`src/hw/rtl/tlbpa_pkg.sv`:
```
package tlbpa_pkg;

    localparam int MAX_PAGES_DEF   = 65536;
    localparam int SUPER_PAGES_DEF = 1024;
    localparam int COUNT_WIDTH_DEF = 16;
    localparam int PAGE_SHIFT_DEF  = 12;

    localparam logic [8:0]  LOWER_RST  = 9'd160;
    localparam logic [16:0] TOTAL_RST  = 17'd65536;
    localparam logic [16:0] FREE_MAX   = 17'h1FFFF;
    localparam logic [31:0] UPPER_BASE = 32'h0010_0000;

    localparam logic [2:0] CMD_ALLOC      = 3'd0;
    localparam logic [2:0] CMD_FREE       = 3'd1;
    localparam logic [2:0] CMD_ALLOC_RNG  = 3'd2;
    localparam logic [2:0] CMD_FREE_RNG   = 3'd3;
    localparam logic [2:0] CMD_CNT_UP     = 3'd4;
    localparam logic [2:0] CMD_CNT_DOWN   = 3'd5;

    localparam logic [1:0] CFG_LOWER = 2'd0;
    localparam logic [1:0] CFG_TOTAL = 2'd1;

    typedef enum logic [1:0] {
        ST_OK       = 2'd0,
        ST_OOM      = 2'd1,
        ST_CONFLICT = 2'd2,
        ST_RANGE    = 2'd3
    } t_status;

    typedef struct packed {
        logic    clr_step;
        logic    load;
        logic    decode;
        logic    scan_init;
        logic    scan_ex;
        logic    chk_init;
        logic    chk_ex;
        logic    swp_init;
        logic    swp_ex;
        logic    cnt_wr;
        logic    done;
        t_status status;
    } t_dp_ctl;

    typedef struct packed {
        logic clr_done;
        logic is_alloc;
        logic is_free;
        logic is_range;
        logic is_count;
        logic oor;
        logic empty;
        logic fc_zero;
        logic super_none;
        logic word_nz;
        logic idx_oor;
        logic scan_last;
        logic conflict;
        logic chk_last;
        logic swp_last;
    } t_dp_sts;

endpackage

```
`src/hw/rtl/tlbpa_ctrl.sv`:
```
module tlbpa_ctrl import tlbpa_pkg::*; (
    input  logic    i_clk,
    input  logic    i_rst_n,
    input  logic    i_start,
    input  t_dp_sts i_sts,
    output t_dp_ctl o_ctl,
    output logic    o_busy
);

    typedef enum logic [3:0] {
        S_CLEAR,
        S_IDLE,
        S_DECODE,
        S_DISPATCH,
        S_SCAN_RD,
        S_SCAN_EX,
        S_CHK_RD,
        S_CHK_EX,
        S_SWP_INIT,
        S_SWP_RD,
        S_SWP_EX,
        S_CNT_EX,
        S_FIN
    } t_state;

    t_state  r_state;
    t_status r_status;

    always_ff @(posedge i_clk) begin
        if (!i_rst_n) begin
            r_state  <= S_CLEAR;
            r_status <= ST_OK;
        end else begin
            unique case (r_state)
                S_CLEAR: begin
                    if (i_sts.clr_done) r_state <= S_IDLE;
                end
                S_IDLE: begin
                    if (i_start) r_state <= S_DECODE;
                end
                S_DECODE: r_state <= S_DISPATCH;
                S_DISPATCH: begin
                    priority if (i_sts.is_alloc) begin
                        if (i_sts.fc_zero || i_sts.super_none) begin
                            r_status <= ST_OOM;
                            r_state  <= S_FIN;
                        end else begin
                            r_state <= S_SCAN_RD;
                        end
                    end else if (i_sts.is_free || i_sts.is_range) begin
                        if (i_sts.oor) begin
                            r_status <= ST_RANGE;
                            r_state  <= S_FIN;
                        end else if (i_sts.empty) begin
                            r_status <= ST_OK;
                            r_state  <= S_FIN;
                        end else begin
                            r_state <= S_CHK_RD;
                        end
                    end else if (i_sts.is_count) begin
                        if (i_sts.oor) begin
                            r_status <= ST_RANGE;
                            r_state  <= S_FIN;
                        end else begin
                            r_state <= S_CNT_EX;
                        end
                    end else begin
                        r_status <= ST_OK;
                        r_state  <= S_FIN;
                    end
                end
                S_SCAN_RD: r_state <= S_SCAN_EX;
                S_SCAN_EX: begin
                    priority if (i_sts.word_nz) begin
                        if (i_sts.idx_oor) begin
                            r_status <= ST_OOM;
                            r_state  <= S_FIN;
                        end else begin
                            r_state <= S_SWP_INIT;
                        end
                    end else if (i_sts.scan_last) begin
                        r_status <= ST_OOM;
                        r_state  <= S_FIN;
                    end else begin
                        r_state <= S_SCAN_RD;
                    end
                end
                S_CHK_RD: r_state <= S_CHK_EX;
                S_CHK_EX: begin
                    priority if (i_sts.conflict) begin
                        r_status <= ST_CONFLICT;
                        r_state  <= S_FIN;
                    end else if (i_sts.chk_last) begin
                        r_state <= S_SWP_INIT;
                    end else begin
                        r_state <= S_CHK_RD;
                    end
                end
                S_SWP_INIT: r_state <= S_SWP_RD;
                S_SWP_RD:   r_state <= S_SWP_EX;
                S_SWP_EX: begin
                    if (i_sts.swp_last) begin
                        r_status <= ST_OK;
                        r_state  <= S_FIN;
                    end else begin
                        r_state <= S_SWP_RD;
                    end
                end
                S_CNT_EX: begin
                    r_status <= ST_OK;
                    r_state  <= S_FIN;
                end
                S_FIN: r_state <= S_IDLE;
                default: r_state <= S_IDLE;
            endcase
        end
    end

    always_comb begin
        o_ctl           = '0;
        o_ctl.status    = r_status;
        o_ctl.clr_step  = (r_state == S_CLEAR);
        o_ctl.load      = (r_state == S_IDLE) && i_start;
        o_ctl.decode    = (r_state == S_DECODE);
        o_ctl.scan_init = (r_state == S_DISPATCH);
        o_ctl.chk_init  = (r_state == S_DISPATCH);
        o_ctl.scan_ex   = (r_state == S_SCAN_EX);
        o_ctl.chk_ex    = (r_state == S_CHK_EX);
        o_ctl.swp_init  = (r_state == S_SWP_INIT);
        o_ctl.swp_ex    = (r_state == S_SWP_EX);
        o_ctl.cnt_wr    = (r_state == S_CNT_EX);
        o_ctl.done      = (r_state == S_FIN);
    end

    assign o_busy = (r_state != S_IDLE);

endmodule

```
`config.mk`:
```
export PLATFORM = sky130hd
export DESIGN_NAME = tlbpa_ctrl
export DESIGN_NICKNAME = d
export VERILOG_FILES = /design/src/hw/rtl/tlbpa_pkg.sv /design/src/hw/rtl/tlbpa_ctrl.sv
export SDC_FILE = /design/constraint.sdc
export NUM_CORES = 1
export LEC_CHECK = 0
export BUFFER_PORTS_ARGS = -buffer_cell sky130_fd_sc_hd__buf_2
export CAP_MARGIN = 20
export CORE_MARGIN = 8
export CORE_UTILIZATION = 39
export DETAILED_ROUTE_END_ITERATION = 10
export HOLD_SLACK_MARGIN = 0.02
export PLACE_DENSITY = 0.74
export SETUP_SLACK_MARGIN = 0.3
export SYNTH_ARGS = -nofsm -noshare
export SYNTH_HDL_FRONTEND = slang
export SYNTH_SLANG_ARGS = --single-unit
```
`constraint.sdc`:
```
create_clock -name i_clk -period 1.4 [get_ports i_clk]
set_clock_uncertainty 0.15 [all_clocks]
set_input_delay 0.14 -clock i_clk [delete_from_list [all_inputs] [get_ports i_clk]]
set_output_delay 0.14 -clock i_clk [all_outputs]
set_load 0.01 [all_outputs]
```
# Yosys cells after proc, flatten, opt, wreduce, memory -nomap -nowiden
# Cells that the tools add are included.
[totals]
ff_bits = 6
out_inout_bits = 14
[classes]
eq_ne = 22
n_mux = 29
reduce_logical = 7
[op_table]
columns = ["cell", "count"]
rows = [
  ["4-bit two-way mux", 12],
  ["4-bit one-hot mux with 12 select lines", 1],
  ["2-bit two-way mux", 12],
  ["4-bit == test (second input constant)", 5],
  ["4-bit by 3-bit == test with 1-bit output (second input constant)", 4],
  ["2-bit one-hot mux with 5 select lines", 1],
  ["3-bit two-way mux", 3],
  ["4-bit by 2-bit == test with 1-bit output (second input constant)", 2],
  ["2-bit inequality test (second input constant)", 4],
  ["8-bit AND reduction", 1],
  ["3-bit inequality test (second input constant)", 2],
  ["5-bit by 4-bit inequality test with 1-bit output (second input constant)", 1],
  ["5-bit inequality test (second input constant)", 1],
  ["5-bit nonzero test", 1],
  ["4-bit by 1-bit == test with 1-bit output (second input constant)", 1],
  ["4-bit zero test", 1],
  ["4-bit by 1-bit inequality test with 1-bit output (second input constant)", 1],
  ["3-bit by 2-bit inequality test with 1-bit output (second input constant)", 1],
  ["1-bit logical OR", 2],
  ["2-bit AND reduction", 1],
  ["1-bit logical AND", 1],
]

# Depth between registers and ports, before layout
# Gate-level depths: netlist (run 1).
[depth]
ltp_word = 5
mapped_depth = 6

# Worst setup path after synthesis (run 1)
# OpenSTA, ideal clock, no wires.
[synth_timing]
path_type = "register -> register"
start = "register r_state[0]"
end = "register r_state[0]"
arrival_time_ns = 1.206
t_required_ns = 1.135
slack_ns = -0.072
path_stages_with_launch = 5
n_path_buf = 1
period_less_slack_ns = 1.472
path_cell_list = "dfxtp_1 > clkbuf_2 > nor4_1 > nand2b_1 > and3_1"
[synth_rtl]
columns = ["item", "line", "text"]
rows = [
  ["start: declaration", "tlbpa_ctrl.sv:26", "t_state r_state;"],
  ["start signal: assignment", "tlbpa_ctrl.sv:31", "r_state <= S_CLEAR;"],
  ["start signal: assignment", "tlbpa_ctrl.sv:36", "if (i_sts.clr_done) r_state <= S_IDLE;"],
  ["start signal: assignment", "tlbpa_ctrl.sv:39", "if (i_start) r_state <= S_DECODE;"],
]

==> metrics.yaml, run 1 <==
die_area_um2: 3060
crit_path_start_kind: "register"
critPathCaptureType: "primary output"
synthFlopType: "dfxtp_1"
final_antenna_net_count: 0
hold_class: "input pin to register"
chipWidth_um: 55.3
ctsHoldBuffers: 0
vias_per_cell: 6.02
rsz0062_at_grt: "true"
synth_top_cell_area_share_pct: 19.9
synth_seq_cells: 6
leakage_nw: 0.597
multiInputGateArea_um2: 553
grt_start_max_net_pins: 10
grt_pass1_wl_um: 5380
synthTopCellsByArea: "dfxtp_1 20%, o21ai_0 7.5%, nand2_1 6.8%, a21oi_1 5.8%, nor2b_1 5.2%"
drive_gt1_share_pct: 64.7
crit_required_ns: 1.11
vdd_drop_max_mv: 0.283
diodes: 0
clk_latency_ns: 0.25
maxSlewHeadroom_pct: 70.2
seqPwrFrac_pct: 31.7
worst_slew_pin_slew_ns: 0.446
regArea_um2: 135
clock.fmax_mhz: 615
antenna_found_initial: 0
period_share_pct: 116
grt_pass1_vias: 1179
final_cells: 172
fillers: 93
dieHeight_um: 55.3
synthArstFlopShare_pct: 0
yosysWarningCount: 0
cp_slowest_cell: "dfxtp_4"
core_area_um2: 1470
initial_core_util_pct: 41.0
ys_types: 35
rr_worst_depth: 6
clk_pin_slew_ns: 0.05
critPathKind: "register to primary output"
wl_um: 3280
syn_nets: 106
cp_num_cells: 4
synth_top_cell_by_area: "dfxtp_1"
cts_root_buf: "clkbuf_4"
crit_family: "simple AND/OR/NAND/NOR gates"
pwr-share-clk_pct: 31.1
power.density_nw_per_um2: 449
syn2layout_area_growth_pct: 111
p_int_mw: 0.380
cap_violations: 0
netlist_area_um2: 603
clockBufferDepth: 2
avgSynthCellArea_um2: 6.85
firstDrtPassIters: 4
critical_path_buf_inv_count: 2
cts_tree: "built"
finalSetupViolCount: 18
p_sw_share_pct: 33.4
portBuffers: 31
synth-seq-area-share_pct: 19.9
layout_setup_ws_ns: -0.226
synth_edf_count: 0
overflow: 0
final_net_count: 176
crit_chain: "nor3_2 > buf_4 > and3_1 > buf_2"
dp_hpwl_um: 1810
cts.htree.levels: 1
layout_min_cycle_time_ns: 1.63
violations: "negative setup slack"
via_count: 1036
place.gp.congestion: 0.811
hold_violations: 0
cts_inserted_buffers: 3
cp.arrival_ns: 1.34
synth_cells: 88
comb_power_share_pct: 37.2
dr.first_iter.drc_count: 42
rows: 14
placed_cells: 154
pin_count: 32
grtUsageTotal_pct: 21.1
place_area_um2: 963
path_max_fanout: 9
p_switching_mw: 0.191
slew_viol_final: 0
cts.sinks: 6
slowest_delay_ns: 0.38
design_area_um2: 1270
min_path_cells: 3
timing.hold.ws_ns: 0.0425
postLayoutCoreUtil_pct: 86.3
outcome: "complete, but fails checks"
avgRoutedWirePerCell_um: 19.1
drc: 0
## flip-flops by register name, summed over array words and instances (netlist names)
register	cells
r_status	2
r_state	4
## synth_stat cells (all sizes together) (2+ instances only)
master,n
nand3,2
o21ai,12
and4bb,2
a22oi,2
nor3,4
buf,5
nor3b,2
nand2b,3
nor2,7
a21oi,7
nand2,11
nor2b,5
dfxtp,6
inv,2
and3,2
## routing by layer
metal | vias to the layer above | share of wire (%) | track usage [%]
met5 | - | 0 | 0
met3 | 26 | 7.9 | 6.39
met2 | 72 | 49 | 36.2
li1 | 460 | - | -
met1 | 478 | 36 | 20.5
met4 | 0 | 6.3 | 16.5
## worst min-delay path: cells and delay by family
kind / cells / cell delay, ns
compound gates: 2 / 0.17
buf+inv: 1 / 0.10
## through the flow
stage / power [mW] / setup slack [ns] / setup TNS (ns)
final: 0.570 / -0.226 / -2.67
after global routing: 0.597 / -0.266 / -3.47
after CTS: 0.546 / -0.181 / -2.07
after detailed placement: 0.337 / -0.224 / -1.31
after global placement: 0.332 / -0.146 / -0.724
after floorplan: 0.261 / 0.0113 / 0
## cells by family (layout without fill, tap and decap cells)
kind of cell           after synthesis  after routing  share of synthesized area [%]
AOI/OAI and AO/OA                   30             30                           30.9
buffers and inverters                8             76                           7.05
DFF                                  6              6                           19.9
and+or+nand+nor                     43             43                           40.5
muxes                                1              1                           1.66
## final timing paths
path,start,slack (ns),to
setup / recovery,r_state[1],-0.23,o_ctl[11]
hold / removal,i_sts[3],0.04,r_state[3]
setup reg to reg,r_state[3],-0.22,r_state[2]
hold reg to reg,r_status[0],0.33,r_status[0]
## power groups by stage
stage	logic [mW]	clock network (mW)	registers, mW
floorplan	0.0796	0	0.182
global placement	0.141	0	0.191
detailed placement	0.145	0	0.192
CTS	0.190	0.176	0.181
global route	0.224	0.192	0.181
finish	0.212	0.177	0.181
## layout by cell type, fill, tap and decap left out, types with 2 or more instances in the layout
master / n
a21oi_1: 6
and3_1: 2
and4bb_4: 2
buf_2: 27
buf_4: 27
buf_6: 17
clkbuf_4: 3
dfxtp_1: 2
dfxtp_4: 4
nand2_1: 7
nand2_2: 2
nand2_4: 2
nand2b_1: 2
nand3_1: 2
nor2_1: 5
nor2b_1: 5
nor3_2: 2
nor3_4: 2
nor3b_1: 2
o21ai_0: 5
o21ai_1: 5
o21ai_2: 2
## area by class of cell
| type | count | share of cell area [%] |
|---|---|---|
| Timing Repair Buffer | 71 | 41.7 |
| Inverter | 2 | 0.788 |
| Multi-Input combinational cell | 74 | 43.5 |
| Sequential cell | 6 | 10.6 |
| Clock buffer | 3 | 1.77 |
| Tap cell | 16 | 1.58 |
## timing repair
action | 4_1_cts | 5_1_grt
buffers inserted | 14 | 1
pin swaps | 9 | 7
gates resized for setup | 38 | 9
setup endpoints to repair | 18 | 18
No activity file was read; power rests on OpenSTA's default activity.
==> run 2: changes to the inputs <==
CORE_ASPECT_RATIO = 0.9   (was unset)
==> metrics.yaml, run 2 (same netlist as run 1, synthesis figures left out) <==
final_net_count: 168  # -4.5%
power.density_nw_per_um2: 463  # +3.1%
avgRoutedWirePerCell_um: 16.2  # -15%
hold_violations: 0  # unchanged
antenna_found_initial: 0  # unchanged
cts.htree.levels: 1  # unchanged
slowest_delay_ns: 0.36  # -0.02 ns
firstDrtPassIters: 4  # unchanged
postLayoutCoreUtil_pct: 80.3  # -6.0 points
grt_pass1_vias: 958  # -19%
final_antenna_net_count: 0  # unchanged
rr_worst_depth: 6  # unchanged
final_cell_mix: "28 x buf_2, 21 x buf_4, 14 x buf_6"
via_count: 947  # -8.6%
top_register: "r_state"
largest_register_ffs: 4  # unchanged
r2r_start: "r_state[3]"
final_common_cell: "buf_2"
wl_um: 2640  # -20%
path_max_fanout: 7  # -2
cts_tree: "built"
reg_top3: "r_state (4), r_status (2)"
leakage_nw: 0.553  # -7.3%
hold_class: "input pin to register"
rows: 13  # -1
crit_end: "r_state[2]"
critPathCaptureType: "register"
core_area_um2: 1450  # -1.6%
layout_setup_ws_ns: -0.251  # -0.0252 ns
pre_cts_ws_ns: -0.0968  # +0.127 ns
reg2reg_slack_ns: -0.25  # -0.03 ns
portBuffers: 31  # unchanged
crit_path_start_kind: "register"
cp.arrival_ns: 1.63  # +0.29 ns
finalSetupViolCount: 17  # -1
seqPwrFrac_pct: 33.3  # +1.6 points
grt_start_max_net_pins: 10  # unchanged
final_cells: 163  # -5.2%
place_area_um2: 955  # -0.91%
clockBufferDepth: 2  # unchanged
dp_hpwl_um: 1800  # -0.29%
crit_family: "compound AO/OA/AOI/OAI gates"
cts_root_buf: "clkbuf_4"
cap_violations: 0  # unchanged
rsz0062_at_grt: "true"
clock.fmax_mhz: 606  # -1.5%
crit_chain: "or2b_4 > buf_6 > o21ai_2 > a22o_1 > a222oi_1 > nor2b_1"
vdd_drop_max_mv: 0.370  # +31%
clk_pin_slew_ns: 0.05  # about the same
drc: 0  # unchanged
diodes: 0  # unchanged
cp_num_cells: 6  # +2
critPathKind: "register to register"
p_sw_share_pct: 31.2  # -2.2 points
die_area_um2: 3060  # about the same
maxSlewHeadroom_pct: 78.7  # +8.5 points
cp_slowest_cell: "dfxtp_4"
grt_pass1_wl_um: 4110  # -24%
clk_latency_ns: 0.25  # about the same
grtUsageTotal_pct: 17.0  # -4.1 points
comb_power_share_pct: 35.6  # -1.6 points
period_share_pct: 118  # +1.8 points
place.gp.congestion: 0.970  # +20%
chipWidth_um: 57.5  # +3.8%
outcome: "complete, but fails checks"
critical_path_buf_inv_count: 1  # -1
pin_count: 32  # unchanged
p_int_mw: 0.370  # -2.5%
cts.sinks: 6  # unchanged
slew_viol_final: 0  # unchanged
p_switching_mw: 0.168  # -12%
crit_start: "r_state[3]"
r2r-end: "r_state[2]"
drive_gt1_share_pct: 59.5  # -5.3 points
cts_inserted_buffers: 3  # unchanged
violations: "negative setup slack"
dr.first_iter.drc_count: 53  # +26%
crit_required_ns: 1.38  # +0.27 ns
pwr-share-clk_pct: 31.1  # about the same
syn2layout_area_growth_pct: 92.7
placed_cells: 152  # -1.3%
design_area_um2: 1160  # -8.5%
layout_min_cycle_time_ns: 1.65  # +0.0252 ns
initial_core_util_pct: 41.7  # +0.67 points
overflow: 0  # unchanged
worst_slew_pin_slew_ns: 0.320  # -0.126 ns
vias_per_cell: 5.81  # -3.5%
dieHeight_um: 53.3  # -3.7%
run 2: final cells by class:
class | count | area (µm²)
clock buffer | 3 | 22.5
fill | 95 | 285
inverter | 2 | 10.0
multi-input combinational | 74 | 520
sequential | 6 | 135
tap | 15 | 18.8
timing repair buffer | 63 | 455
run 2: how the worst min path moves through the flow:
stage | start | slack [ns] | cells past startpoint | end
final | i_rst_n | 0.05 | 3 | r_status[0]
after floorplan | i_rst_n | 0.12 | 1 | r_state[2]
after detailed placement | i_rst_n | 0.31 | 2 | r_state[2]
after global placement | i_rst_n | 0.29 | 3 | r_status[0]
after global routing | i_rst_n | 0.07 | 3 | r_status[0]
after CTS | i_rst_n | 0.05 | 2 | r_state[2]
run 2: repair_timing:
item	4_1_cts	5_1_grt
resized for setup	31	6
pin swaps	10	4
endpoints found under the setup margin	18	18
setup buffers	8	0
hold buffers	0	0
hold endpoints to repair	0	0
run 2: power by group through the flow:
stage | registers (mW) | logic, mW | clock network, mW
after detailed placement | 0.186 | 0.149 | 0
after floorplan | 0.182 | 0.0796 | 0
after global placement | 0.186 | 0.144 | 0
after global routing | 0.180 | 0.206 | 0.177
after CTS | 0.179 | 0.184 | 0.164
final | 0.179 | 0.192 | 0.167
run 2: worst reg2reg max path, stage by stage (launching register included):
cell	delay [ns]
dfxtp_4	0.36
or2b_4	0.22
buf_6	0.11
o21ai_2	0.05
a22o_1	0.18
a222oi_1	0.35
nor2b_1	0.10
run 2: through the flow:
stage	power [mW]	hold slack, ns	setup TNS, ns
5_1_grt	0.563	0.0660	-2.64
6_report	0.538	0.0487	-1.81
3_3_place_gp	0.330	0.290	-0.166
3_5_place_dp	0.335	0.307	-0.367
2_1_floorplan	0.261	0.118	0
4_1_cts	0.527	0.0519	-1.59
run 2: layer usage:
layer,track usage (%),wire length [µm],up-vias
met1,16.8,981,423
met3,3.86,306,13
li1,-,-,445
met2,32.3,1260,66
met5,0,0,-
met4,9.96,87,0
==> run 3: changes to the inputs <==
SKIP_LAST_GASP = 1   (was unset)
==> metrics.yaml, run 3 (same netlist as run 1, synthesis figures left out) <==
outcome: "complete, but fails checks"
violations: "negative setup slack"
r2r-end: "r_state[2]"
maxSlewHeadroom_pct: 77.4  # -1.3 points
syn2layout_area_growth_pct: 92.1
wl_um: 2660  # +0.80%
final_net_count: 169  # +0.60%
final_cell_mix: "28 x buf_2, 23 x buf_4, 13 x buf_6"
grt.met3_usage_pct: 3.86  # unchanged
antenna_found_initial: 0  # unchanged
vdd_drop_max_mv: 0.229  # -38%
hold_class: "input pin to register"
cts.htree.levels: 1  # unchanged
pre_cts_ws_ns: -0.0968  # unchanged
overflow: 0  # unchanged
final_antenna_net_count: 0  # unchanged
layout_setup_ws_ns: -0.267  # -0.0166 ns
vias_per_cell: 5.92  # +1.9%
top_register: "r_state"
setup_tns_ns: -1.89  # -0.0825 ns
avgRoutedWirePerCell_um: 16.2  # +0.18%
grtUsageMet2_pct: 32.0  # -0.37 points
via_count: 971  # +2.5%
cts_root_buf: "clkbuf_4"
diodes: 0  # unchanged
min_from: "i_sts[14]"
portBuffers: 31  # unchanged
multiInputGateArea_um2: 513  # -1.4%
grtUsageTotal_pct: 17.1  # +0.050 points
drive_gt1_share_pct: 59.7  # +0.27 points
firstDrtPassIters: 4  # unchanged
final_common_cell: "buf_2"
leakage_nw: 0.555  # +0.38%
cts_tree: "built"
critPathCaptureType: "register"
reg_top3: "r_state (4), r_status (2)"
power.density_nw_per_um2: 459  # -0.94%
regArea_um2: 135  # unchanged
min_delay_worst_endpoint: "r_state[0]"
place.gp.congestion: 0.970  # unchanged
clockBufferDepth: 2  # unchanged
drc: 0  # unchanged
rows: 13  # unchanged
rsz0062_at_grt: "true"
largest_register_ffs: 4  # unchanged
clk_pin_slew_ns: 0.05  # about the same
layout_min_cycle_time_ns: 1.67  # +0.0166 ns
clk_latency_ns: 0.25  # about the same
core_area_um2: 1450  # unchanged
cap_violations: 0  # unchanged
period_share_pct: 119  # +1.2 points
finalSetupViolCount: 17  # unchanged
r2r_start: "r_state[3]"
chipWidth_um: 57.5  # unchanged
grt_pass1_wl_um: 4130  # +0.68%
ctsHoldBuffers: 0  # unchanged
cts.sinks: 6  # unchanged
dieHeight_um: 53.3  # unchanged
rr_worst_depth: 6  # unchanged
worst_slew_pin_slew_ns: 0.339  # +0.0193 ns
pin_count: 32  # unchanged
hold_violations: 0  # unchanged
cts_inserted_buffers: 3  # unchanged
use_met1_pct: 16.8  # unchanged
grt_busiest_layer: "met2"
min_path_cells: 3  # unchanged
reg2reg_slack_ns: -0.27  # -0.02 ns
critPathKind: "register to register"
dr.first_iter.drc_count: 46  # -13%
dp_hpwl_um: 1800  # unchanged
crit_path_start_kind: "register"
die_area_um2: 3060  # unchanged
path_max_fanout: 7  # unchanged
clock.fmax_mhz: 600  # -1.0%
slew_viol_final: 0  # unchanged
cp.arrival_ns: 1.64  # about the same
grt_pass1_vias: 984  # +2.7%
initial_core_util_pct: 41.7  # unchanged
crit_required_ns: 1.37  # about the same
fillers: 89  # -6.3%
grt_start_max_net_pins: 10  # unchanged
## run 3: cell count changes in the layout (fill, tap and decap cells not counted)
cell / before / now
nor2_2: 1 / 2
nor2_1: 6 / 5
and2b_1: 1 / 0
buf_4: 21 / 23
a21oi_2: 3 / 2
buf_6: 14 / 13
nand2b_4: 1 / 0
nand2b_1: 2 / 3
a21oi_1: 4 / 5
and2b_2: 0 / 1
## run 3: routing by layer
layer,up-vias,wire length (µm)
met5,-,0
met4,0,119
met3,19,262
met2,70,1280
met1,432,994
li1,450,-
## run 3: layout make-up
type	count	area share [%]
clock buffer	3	1.94
sequential	6	11.7
multi-input combinational	74	44.3
tap	15	1.62
timing repair buffer	64	39.6
inverter	2	0.864
## run 3: worst max path at each step
stage,endpoint,cells past startpoint,start,slack (ns)
final,r_state[2],6,r_state[3],-0.27
after global placement,r_state[0],5,r_state[3],-0.05
after global routing,r_state[2],6,r_state[3],-0.30
after detailed placement,r_status[0],5,r_state[2],-0.1
after CTS,r_state[2],6,r_state[3],-0.14
after floorplan,r_state[2],5,r_state[3],0.01
## run 3: worst max-delay path, cell delays in order (launching register included)
cell      delay [ns]
dfxtp_4         0.36
or2b_4          0.22
buf_6           0.11
o21ai_2         0.05
a22o_1          0.20
a222oi_1        0.37
nor2b_1         0.09
## run 3: report_power, final
part | switching [mW] | internal [mW] | total, mW
logic | 0.0886 | 0.101 | 0.190
clock network | 0.0651 | 0.0971 | 0.162
registers | 0.00843 | 0.171 | 0.180
## run 3: what timing repair did
item	CTS	global route
buffers inserted	8	1
resized for setup	25	11
endpoints found under the setup margin	18	18
pin swaps	10	7
hold endpoints to repair	0	0
## run 3: per-stage QoR
step	area, µm²	hold WS [ns]	instances	util (%)	power, mW
4_1_cts	1120	0.0519	163	77.1	0.525
6_report	1160	0.0690	164	80.0	0.532
3_3_place_gp	955	0.290	152	65.9	0.330
5_1_grt	1160	0.0702	164	80.0	0.557
3_5_place_dp	955	0.307	152	65.9	0.335
2_1_floorplan	657	0.118	88	-	0.261
